## src/rtl/core/ncle_pkg.sv

```systemverilog
package ncle_pkg;

  // Item kinds carried in the slave-side tuser field.
  typedef enum logic [2:0] {
    OP_CONTROL  = 3'd0,
    OP_PERIOD   = 3'd1,
    OP_LENGTH   = 3'd2,
    OP_ENABLE   = 3'd3,
    OP_TIMER    = 3'd4,
    OP_ENVELOPE = 3'd5
  } ncle_op_e;

  localparam int unsigned LfsrWidth   = 15;
  localparam int unsigned TimerWidth  = 12;
  localparam int unsigned TapLong     = 1;
  localparam int unsigned TapShort    = 6;
  localparam int unsigned FeedbackPos = 14;
  localparam logic [3:0]  EnvTop      = 4'd15;

  // Result packed from the lowest bit up: noise_bit, envelope_level, volume,
  // length_count, channel_on.
  typedef struct packed {
    logic       channel_on;
    logic [7:0] length_count;
    logic [3:0] volume;
    logic [3:0] envelope_level;
    logic       noise_bit;
  } ncle_result_t;

  // Timer period selected by a period write.
  function automatic logic [TimerWidth-1:0] period_lookup(input logic [3:0] idx);
    logic [TimerWidth-1:0] p;
    case (idx)
      4'd0:    p = 12'd4;
      4'd1:    p = 12'd8;
      4'd2:    p = 12'd16;
      4'd3:    p = 12'd32;
      4'd4:    p = 12'd64;
      4'd5:    p = 12'd96;
      4'd6:    p = 12'd128;
      4'd7:    p = 12'd160;
      4'd8:    p = 12'd202;
      4'd9:    p = 12'd254;
      4'd10:   p = 12'd380;
      4'd11:   p = 12'd508;
      4'd12:   p = 12'd762;
      4'd13:   p = 12'd1016;
      4'd14:   p = 12'd2034;
      default: p = 12'd4068;
    endcase
    return p;
  endfunction

  // Length count loaded by a length write.
  function automatic logic [7:0] length_lookup(input logic [4:0] idx);
    logic [7:0] l;
    case (idx)
      5'd0:    l = 8'd10;
      5'd1:    l = 8'd254;
      5'd2:    l = 8'd20;
      5'd3:    l = 8'd2;
      5'd4:    l = 8'd40;
      5'd5:    l = 8'd4;
      5'd6:    l = 8'd80;
      5'd7:    l = 8'd6;
      5'd8:    l = 8'd160;
      5'd9:    l = 8'd8;
      5'd10:   l = 8'd60;
      5'd11:   l = 8'd10;
      5'd12:   l = 8'd14;
      5'd13:   l = 8'd12;
      5'd14:   l = 8'd26;
      5'd15:   l = 8'd14;
      5'd16:   l = 8'd12;
      5'd17:   l = 8'd16;
      5'd18:   l = 8'd24;
      5'd19:   l = 8'd18;
      5'd20:   l = 8'd48;
      5'd21:   l = 8'd20;
      5'd22:   l = 8'd96;
      5'd23:   l = 8'd22;
      5'd24:   l = 8'd192;
      5'd25:   l = 8'd24;
      5'd26:   l = 8'd72;
      5'd27:   l = 8'd26;
      5'd28:   l = 8'd16;
      5'd29:   l = 8'd28;
      5'd30:   l = 8'd32;
      default: l = 8'd30;
    endcase
    return l;
  endfunction

endpackage

```

## src/rtl/core/noise_channel_lfsr_envelope_top.sv

```systemverilog
// Noise channel with a 15-bit LFSR, timer divider, envelope and length count.
//
// Input stream (s_axis_*): tuser carries the item kind (control, period,
// length or enable write, timer tick, envelope tick); tdata carries the
// register write byte, which tick items ignore. Every transfer produces
// exactly one result on the output stream; spare codes leave state alone.
// Output stream (m_axis_*): tdata carries the LFSR bit 0, the envelope
// level, the selected volume, the length count and the enable flag.
//
// The result of an input transfer is registered in the output register, or
// in the skid register while a waiting result is not taken. Throughput is
// one item per clock while the skid register is empty. A two-entry output
// buffer (output register plus a skid register) lets an item be taken while
// the previous result still waits; tready drops only when both entries are
// full, and recovers in the cycle after the receiver takes a result.
//
// Reset clears all state, with the LFSR set to one, and empties the output
// buffer. A stalled receiver holds the result steady until it is taken.
module noise_channel_lfsr_envelope_top (
  input  logic        clk_i,
  input  logic        rst_ni,
  input  logic        s_axis_tvalid,
  output logic        s_axis_tready,
  input  logic [7:0]  s_axis_tdata,  // [7:0] data
  input  logic [2:0]  s_axis_tuser,  // [2:0] op
  output logic        m_axis_tvalid,
  input  logic        m_axis_tready,
  output logic [23:0] m_axis_tdata   // [0] noise_bit, [4:1] envelope_level,
                                     // [8:5] volume, [16:9] length_count,
                                     // [17] channel_on, [23:18] zero
);
  import ncle_pkg::*;

  // Channel state.
  logic [LfsrWidth-1:0]  lfsr_q, lfsr_d;
  logic [TimerWidth-1:0] timer_count_q, timer_count_d;
  logic [TimerWidth-1:0] timer_reload_q, timer_reload_d;
  logic                  short_mode_q, short_mode_d;
  logic [3:0]            fixed_volume_q, fixed_volume_d;
  logic                  loop_flag_q, loop_flag_d;
  logic                  env_on_q, env_on_d;
  logic                  restart_q, restart_d;
  logic [3:0]            env_divider_q, env_divider_d;
  logic [3:0]            env_level_q, env_level_d;
  logic [7:0]            len_count_q, len_count_d;
  logic                  chan_enabled_q, chan_enabled_d;

  // Output buffer.
  logic                  out_valid_q, skid_valid_q;
  ncle_result_t          out_q, skid_q;
  ncle_result_t          result;

  logic                  in_xfer, out_xfer, feedback;
  ncle_op_e              op;

  assign op       = ncle_op_e'(s_axis_tuser);
  assign in_xfer  = s_axis_tvalid && s_axis_tready;
  assign out_xfer = out_valid_q && m_axis_tready;
  assign feedback = lfsr_q[0] ^ (short_mode_q ? lfsr_q[TapShort] : lfsr_q[TapLong]);

  // Next channel state for the item on the input.
  always_comb begin
    lfsr_d         = lfsr_q;
    timer_count_d  = timer_count_q;
    timer_reload_d = timer_reload_q;
    short_mode_d   = short_mode_q;
    fixed_volume_d = fixed_volume_q;
    loop_flag_d    = loop_flag_q;
    env_on_d       = env_on_q;
    restart_d      = restart_q;
    env_divider_d  = env_divider_q;
    env_level_d    = env_level_q;
    len_count_d    = len_count_q;
    chan_enabled_d = chan_enabled_q;
    case (op)
      OP_CONTROL: begin
        fixed_volume_d = s_axis_tdata[3:0];
        env_on_d       = !s_axis_tdata[4];
        loop_flag_d    = s_axis_tdata[5];
        restart_d      = 1'b1;
      end
      OP_PERIOD: begin
        timer_reload_d = period_lookup(s_axis_tdata[3:0]);
        short_mode_d   = s_axis_tdata[7];
      end
      OP_LENGTH: begin
        len_count_d = length_lookup(s_axis_tdata[7:3]);
        restart_d   = 1'b1;
      end
      OP_ENABLE: begin
        chan_enabled_d = (s_axis_tdata != 8'd0);
        if (s_axis_tdata == 8'd0) begin
          len_count_d = 8'd0;
        end
      end
      OP_TIMER: begin
        if (timer_count_q == '0) begin
          timer_count_d = timer_reload_q;
          lfsr_d        = {feedback, lfsr_q[LfsrWidth-1:1]};
        end else begin
          timer_count_d = timer_count_q - 1'b1;
        end
      end
      OP_ENVELOPE: begin
        if (restart_q) begin
          env_level_d   = EnvTop;
          env_divider_d = fixed_volume_q;
          restart_d     = 1'b0;
        end else if (env_divider_q != 4'd0) begin
          env_divider_d = env_divider_q - 4'd1;
        end else begin
          if (env_level_q != 4'd0) begin
            env_level_d = env_level_q - 4'd1;
          end else if (loop_flag_q) begin
            env_level_d = EnvTop;
          end
          env_divider_d = fixed_volume_q;
        end
      end
      default: begin
      end
    endcase
  end

  // Result seen after this item.
  always_comb begin
    result.noise_bit      = lfsr_d[0];
    result.envelope_level = env_level_d;
    result.volume         = env_on_d ? env_level_d : fixed_volume_d;
    result.length_count   = len_count_d;
    result.channel_on     = chan_enabled_d;
  end

  // State registers update on each input transfer.
  always_ff @(posedge clk_i or negedge rst_ni) begin
    if (!rst_ni) begin
      lfsr_q         <= LfsrWidth'(1);
      timer_count_q  <= '0;
      timer_reload_q <= '0;
      short_mode_q   <= 1'b0;
      fixed_volume_q <= 4'd0;
      loop_flag_q    <= 1'b0;
      env_on_q       <= 1'b0;
      restart_q      <= 1'b0;
      env_divider_q  <= 4'd0;
      env_level_q    <= 4'd0;
      len_count_q    <= 8'd0;
      chan_enabled_q <= 1'b0;
    end else if (in_xfer) begin
      lfsr_q         <= lfsr_d;
      timer_count_q  <= timer_count_d;
      timer_reload_q <= timer_reload_d;
      short_mode_q   <= short_mode_d;
      fixed_volume_q <= fixed_volume_d;
      loop_flag_q    <= loop_flag_d;
      env_on_q       <= env_on_d;
      restart_q      <= restart_d;
      env_divider_q  <= env_divider_d;
      env_level_q    <= env_level_d;
      len_count_q    <= len_count_d;
      chan_enabled_q <= chan_enabled_d;
    end
  end

  // Output register and skid register valid flags.
  always_ff @(posedge clk_i or negedge rst_ni) begin
    if (!rst_ni) begin
      out_valid_q  <= 1'b0;
      skid_valid_q <= 1'b0;
    end else if (skid_valid_q) begin
      if (out_xfer) begin
        skid_valid_q <= 1'b0;
      end
    end else if (in_xfer) begin
      if (out_valid_q && !m_axis_tready) begin
        skid_valid_q <= 1'b1;
      end else begin
        out_valid_q <= 1'b1;
      end
    end else if (out_xfer) begin
      out_valid_q <= 1'b0;
    end
  end

  // Output buffer payload.
  always_ff @(posedge clk_i) begin
    if (skid_valid_q) begin
      if (out_xfer) begin
        out_q <= skid_q;
      end
    end else if (in_xfer) begin
      if (out_valid_q && !m_axis_tready) begin
        skid_q <= result;
      end else begin
        out_q <= result;
      end
    end
  end

  assign s_axis_tready = !skid_valid_q;
  assign m_axis_tvalid = out_valid_q;
  assign m_axis_tdata  = {6'd0, out_q};

  // The skid entry is only ever filled behind a waiting result.
  a_skid_behind_out: assert property (@(posedge clk_i) disable iff (!rst_ni)
    skid_valid_q |-> out_valid_q)
    else $error("skid register holds a result while the output register is empty");

  // A transfer taken while the receiver stalls lands in the skid register.
  a_stall_fills_skid: assert property (@(posedge clk_i) disable iff (!rst_ni)
    (in_xfer && out_valid_q && !m_axis_tready) |=> skid_valid_q)
    else $error("result lost while the receiver stalled");

  // The shift register never falls into the all-zero lock-up state.
  a_lfsr_nonzero: assert property (@(posedge clk_i) disable iff (!rst_ni)
    lfsr_q != '0)
    else $error("noise shift register reached zero");

  // Disabling the channel clears the length count.
  a_disable_clears_length: assert property (@(posedge clk_i) disable iff (!rst_ni)
    (in_xfer && (op == OP_ENABLE) && (s_axis_tdata == 8'd0))
      |=> (len_count_q == 8'd0) && !chan_enabled_q)
    else $error("enable write of zero left the length count set");

endmodule

```

## config.mk

```make
export PLATFORM = sky130hd
export DESIGN_NAME = noise_channel_lfsr_envelope_top
export DESIGN_NICKNAME = d
export VERILOG_FILES = /design/src/rtl/core/ncle_pkg.sv /design/src/rtl/core/noise_channel_lfsr_envelope_top.sv
export SDC_FILE = /design/constraint.sdc
export NUM_CORES = 1
export LEC_CHECK = 0
export CELL_PAD_IN_SITES_DETAIL_PLACEMENT = 2
export CELL_PAD_IN_SITES_GLOBAL_PLACEMENT = 2
export CORE_MARGIN = 4
export CORE_UTILIZATION = 42
export CTS_CLUSTER_SIZE = 30
export DETAILED_ROUTE_END_ITERATION = 16
export DONT_BUFFER_PORTS = 1
export PLACE_DENSITY_LB_ADDON = 0.1
export SYNTH_ARGS = -nofsm -noshare
export SYNTH_HDL_FRONTEND = slang
export SYNTH_SLANG_ARGS = --single-unit
```

## constraint.sdc

```tcl
create_clock -name clk_i -period 2.55 [get_ports clk_i]
set_input_delay 0.255 -clock clk_i [delete_from_list [all_inputs] [get_ports clk_i]]
set_output_delay 0.255 -clock clk_i [all_outputs]
set_load 0.05 [all_outputs]
```

==> results of run 1 <==
==> cell usage in the layout (no fill, tap or decap), types with 7 or more instances in the layout <==
| master | count |
|---|---|
| mux2_2 | 32 |
| edfxtp_1 | 36 |
| inv_1 | 32 |
| clkbuf_16 | 9 |
| o211ai_1 | 7 |
| nor2b_1 | 7 |
| nand3_1 | 12 |
| ha_1 | 11 |
| dfrtp_1 | 64 |
| nand2_1 | 48 |
| buf_4 | 9 |
| nor2_1 | 22 |
| o21ai_0 | 51 |
| a21oi_1 | 37 |
| nor3_1 | 10 |
==> metrics by stage <==
step	total power, µW	cells
6_report	6518	647
5_1_grt	6946	647
4_1_cts	6590	647
3_5_place_dp	5114	628
3_3_place_gp	4956	628
2_1_floorplan	4455	506
==> power groups by stage <==
stage | sequential, µW | combinational [µW] | clock [µW]
2_1_floorplan | 3150 | 1310 | 0
3_3_place_gp | 3330 | 1630 | 0
3_5_place_dp | 3350 | 1760 | 0
4_1_cts | 3340 | 1810 | 1440
5_1_grt | 3420 | 2020 | 1500
6_report | 3340 | 1790 | 1390
==> cell type report <==
| type | instances | area share |
|---|---|---|
| Clock buffer | 9 | 0.04002 |
| Clock inverter | 7 | 0.01289 |
| Inverter | 33 | 0.02201 |
| Multi-Input combinational cell | 337 | 0.3871 |
| Sequential cell | 101 | 0.4813 |
| Tap cell | 147 | 0.03268 |
| Timing Repair Buffer | 13 | 0.02401 |
==> kinds of logic after synthesis <==
| logic type | count (synthesis) | synth area share |
|---|---|---|
| flip-flops | 101 | 0.5240 |
| other | 1 | 0.0007253 |
| adder cells (fa/ha/maj) | 11 | 0.02662 |
| XOR/XNOR | 2 | 0.003389 |
| multiplexers | 37 | 0.08180 |
| AO/OA/AOI/OAI | 137 | 0.1614 |
| AND/OR/NAND/NOR | 144 | 0.1430 |
| buffers and inverters | 68 | 0.05905 |
==> state kept, by name (all words and copies together), names as in the netlist <==
name            cells
len_count_q         8
loop_flag_q         1
timer_count_q      12
m_axis_tvalid       1
lfsr_q             15
chan_enabled_q      1
skid_valid_q        1
timer_reload_q     11
m_axis_tdata       18
restart_q           1
skid_q             18
short_mode_q        1
fixed_volume_q      4
env_divider_q       4
env_level_q         4
env_on_q            1
==> how the worst max path moves through the flow <==
stage / endpoint / slack [ns] / cells after the start
6_report: m_axis_tdata[6] / 0.27 / 7
5_1_grt: m_axis_tdata[5] / 0.07 / 7
4_1_cts: skid_q[5] / 0.13 / 7
3_5_place_dp: skid_q[5] / 0.17 / 7
3_3_place_gp: m_axis_tdata[5] / 0.35 / 7
2_1_floorplan: m_axis_tdata[13] / 0.38 / 8
==> repair_timing <==
action | in CTS | in global routing
setup endpoints to repair | 0 | 3
gates resized for setup | 0 | 1
hold endpoints to repair | 66 | 0
hold buffers | 3 | 0
==> critical path, delay by kind of cell (launching register included) <==
kind | cells | cell delay, ns
buf+inv | 1 | 0.11
simple gates | 2 | 0.73
flops | 1 | 0.40
compound gates | 2 | 0.39
mux | 1 | 0.28
fa+ha+maj | 1 | 0.15
==> layer usage <==
metal  GRT usage  routed length [µm]
met1      0.2673                6390
met2      0.3673                7310
met3     0.05603                 488
met4     0.04707                 177
met5           0                   0
==> results.cfg, run 1 <==
[sta]
finalHoldViolations = 0
hold-worst-slack_ns = 0.02484
relSlewSlack = 0.5222
rsz0062_at_grt = no
slew_viol_final = 0
period_share = 0.8954
final.min_clock_period_ns = 2.283
setup_viol = 0
worst_slew_pin_slew_ns = 0.7166
fmax_ghz = 0.4380
fin_worst_skew_ns = 0.005345
fin_setup_tns_ns = 0
setup_ws_ns = 0.2667

[power_and_ir_drop]
seqPwrFrac = 0.512
power_density_mw_per_mm2 = 1158
p_comb_frac = 0.274
p_sw_frac = 0.4131
intPower_uw = 3826
ir_worst_vdd_v = 0.0006911
leakagePower_uw = 0.002320
power_frac_clock = 0.214
power_switching_uw = 2693

[grt]
grt_max_degree = 66
grt_pass1_wl_um = 23580
grt_pass1_vias = 4208
grtUsageTotal = 0.2124
grt_overflow = 0
antenna_found_initial = 0

[cells_and_area]
fin_util = 0.4685
register_area_mm2 = 0.002709
antennaDiodeCount = 0
final_area_mm2 = 0.005628
layout.nets = 521
multi_input_area_mm2 = 0.002178
drive_above_1_share = 0.1480
syn2layout_area_growth_pct = 8.858
fillers = 1245

[yosys]
synthesis.area_mm2 = 0.005170
synthTopCellsByCount = 64 x dfrtp_1, 52 x o21ai_0, 48 x nand2_1, 38 x a21oi_1, 36 x edfxtp_1
synthCells = 501
synth_area_leaders = dfrtp_1 31%, edfxtp_1 21%, mux2_2 7.0%
ys_seq_area_frac = 0.5240
synth_async_sr_flop_share = 0.6436
synth_top_area_frac = 0.3098
yosysMostFrequentCell = dfrtp_1
syn_area_per_cell_um2 = 10.32
synth-main-ff-cell = dfrtp_1
yosysTopAreaCell = dfrtp_1
synth_cell_types = 64
synth-edff-count = 36
ys_ff_latch = 101
yosys_warnings = 0

[cts]
cts_tree = done
cts_buffers = 9
path_clk_slew_ns = 0.07
insertion_delay_ns = 0.35
post-cts-setup-buffers = 0
cts.sinks = 101
htreeDepth = 3
root_buffer = clkbuf_16
cts.path.max_buffers = 2

[routing]
antenna_left = 0
drtIter0Drc = 159
drt_first_pass_iters = 4
drc_errors = 0
routed_via_density = 5.836
vias = 3776
drt_wl_total_um = 14370
routedWlPerCell_um = 22.21

[place]
routabilityCongestion = 0.8391
hpwl_um = 9863
placed_area_mm2 = 0.005283
dp_slack_ns = 0.1670
io_buffers = 0

[floorplanning]
num_rows = 40
io_pins = 41
die_h_um = 118.9
initial_core_util = 0.4304
die_x_um = 118.9
core_area_mm2 = 0.01201
dieArea_mm2 = 0.01415

[setup_path]
max_stage_delay_ns = 0.46
r2r-start = env_divider_q[0]
reg2regPathDepth = 7
startpoint = env_divider_q[0]
end_kind = register
path_cells = inv_1 > ha_1 > nor3b_2 > and2_1 > a32o_1 > o21ai_2 > mux2_2
slowest_stage = nor3b_2
r2r_end = m_axis_tdata[6]
crit_type = reg -> reg
path_max_fanout = 9
critPathArrivalTime_ns = 2.39
rrSetupSlack_ns = 0.27
critical_path.startpoint_type = register
crit_required_ns = 2.66

[min_path]
whs_path_depth = 1
holdCritStartpoint = s_axis_tdata[4]
holdCritPathClass = in -> reg
hold_end = env_on_q

[job]
max_cap_viol_count = 0

[status]
status = complete, no violations
Note: power is estimated with default switching activity, not from simulation.
==> inputs of run 2 (changes only) <==
Settings changed: GPL_TIMING_DRIVEN set to 0.
==> results.cfg, run 2 (synthesis gave the netlist of run 1 again) <==
[status]
status = complete, no violations

[grt]
grtUsageTotal = 0.2155
grt_pass1_wl_um = 23900
grt_max_degree = 66
antenna_found_initial = 0
grt_pass1_vias = 4298
grt_overflow = 0

[cts]
cts.sinks = 101
root_buffer = clkbuf_16
cts_tree = done
cts.path.max_buffers = 2
cts_buffers = 9
htreeDepth = 3
post-cts-setup-buffers = 0
path_clk_slew_ns = 0.08
insertion_delay_ns = 0.36

[cells_and_area]
syn2layout_area_growth_pct = 11.21
most-common-layout-cells = 64 x dfrtp_1, 51 x o21ai_0, 48 x nand2_1
layout.nets = 547
layout_commonest_cell = dfrtp_1
drive_above_1_share = 0.1597
antennaDiodeCount = 0
final_cell_count_no_fill = 673

[floorplanning]
num_rows = 40
die_x_um = 118.9
die_h_um = 118.9
initial_core_util = 0.4304
dieArea_mm2 = 0.01415
io_pins = 41
core_area_mm2 = 0.01201

[routing]
routed_via_density = 5.780
drt_first_pass_iters = 4
drt_wl_total_um = 14580
routedWlPerCell_um = 21.67
antenna_left = 0
drtIter0Drc = 237
vias = 3890
drc_errors = 0

[min_path]
whs_path_depth = 1
holdCritPathClass = in -> reg
hold_end = env_on_q
holdCritStartpoint = s_axis_tdata[4]

[sta]
fmax_ghz = 0.4227
finalHoldViolations = 0
final.min_clock_period_ns = 2.365
slew_viol_final = 0
relSlewSlack = 0.2523
fin_worst_skew_ns = 0.01005
setup_ws_ns = 0.1845
setup_viol = 0
period_share = 0.9276
worst_slew_pin_slew_ns = 1.122
fin_setup_tns_ns = 0

[setup_path]
critical_path.startpoint_type = register
crit_required_ns = 2.64
path_cells = inv_1 > ha_1 > or4b_1 > a21oi_1 > nor2_1 > o21ai_1 > o221ai_1
critPathArrivalTime_ns = 2.45
worst_path_dominant_cell_family = compound AO/OA/AOI/OAI gates
r2r-start = env_level_q[0]
slowest_stage = or4b_1
path_max_fanout = 6
reg2regPathDepth = 7
r2r_end = m_axis_tdata[5]
critPathBufInv = 1
end_kind = register
rrSetupSlack_ns = 0.18
crit_type = reg -> reg
max_stage_delay_ns = 0.51

[place]
dp_slack_ns = -0.1025
placed_cells = 654
io_buffers = 0
hpwl_um = 10110
routabilityCongestion = 0.8344

[power_and_ir_drop]
power_density_mw_per_mm2 = 1139
leakagePower_uw = 0.002386
ir_worst_vdd_v = 0.0007306

[job]
max_cap_viol_count = 0
## run 2: cell count changes in the layout (fill, tap and decap cells not counted), sizes merged
cell,previous run,this run
bufinv,1,0
inv,35,38
buf,11,19
clkinv,4,1
clkbuf,9,28
## run 2: cell type report
class,instances,area (µm²)
buffer,35,181.4
clock buffer,10,250.2
clock inverter,6,56.30
fill,1273,6262
inverter,33,123.9
multi-input combinational,337,2182
sequential,101,2709
tap,147,183.9
timing repair buffer,4,62.56
## run 2: per-stage QoR
stage,utilization,power [µW],hold slack [ns],cell area (µm²)
after floorplan,-,4455,-0.04059,5189
after global placement,0.4473,4914,-0.03858,5373
after detailed placement,0.4489,5085,-0.03850,5391
after CTS,0.4783,6603,0.002956,5746
after global routing,0.4786,6963,0.01914,5749
final,0.4786,6548,0.009191,5749
## run 2: how the worst max path moves through the flow
stage,startpoint,slack (ns),cells after the start,end
2_1_floorplan,s_axis_tdata[3],0.38,8,m_axis_tdata[13]
3_3_place_gp,m_axis_tvalid,-0.25,2,m_axis_tdata[13]
3_5_place_dp,s_axis_tdata[3],-0.10,8,m_axis_tdata[13]
4_1_cts,env_divider_q[0],0.08,7,m_axis_tdata[8]
5_1_grt,env_divider_q[0],-0.005,7,m_axis_tdata[7]
6_report,env_level_q[0],0.18,7,m_axis_tdata[5]
## run 2: repair_timing
item                                    in CTS  in global routing
cloned                                       0                  0
pin swaps                                    0                  0
endpoints found under the setup margin       3                  5
hold buffers                                 3                  0
resized for setup                            1                  1
endpoints found under the hold margin       66                  0
## run 2: report_power, final
part	internal (µW)	total [µW]	leakage (µW)	switching, µW
logic	690	1820	0.00105	1130
registers	2350	3290	0.00118	946
clock network	749	1440	0.000154	686
total	3790	6550	0.00239	2760
## run 2: layer usage
metal,vias to the layer above,GRT usage,wire length (µm)
met1,1997,0.2736,6404
met5,-,0,0
met2,59,0.3694,7404
met3,19,0.04179,519
met4,0,0.07096,255
li1,1815,-,-
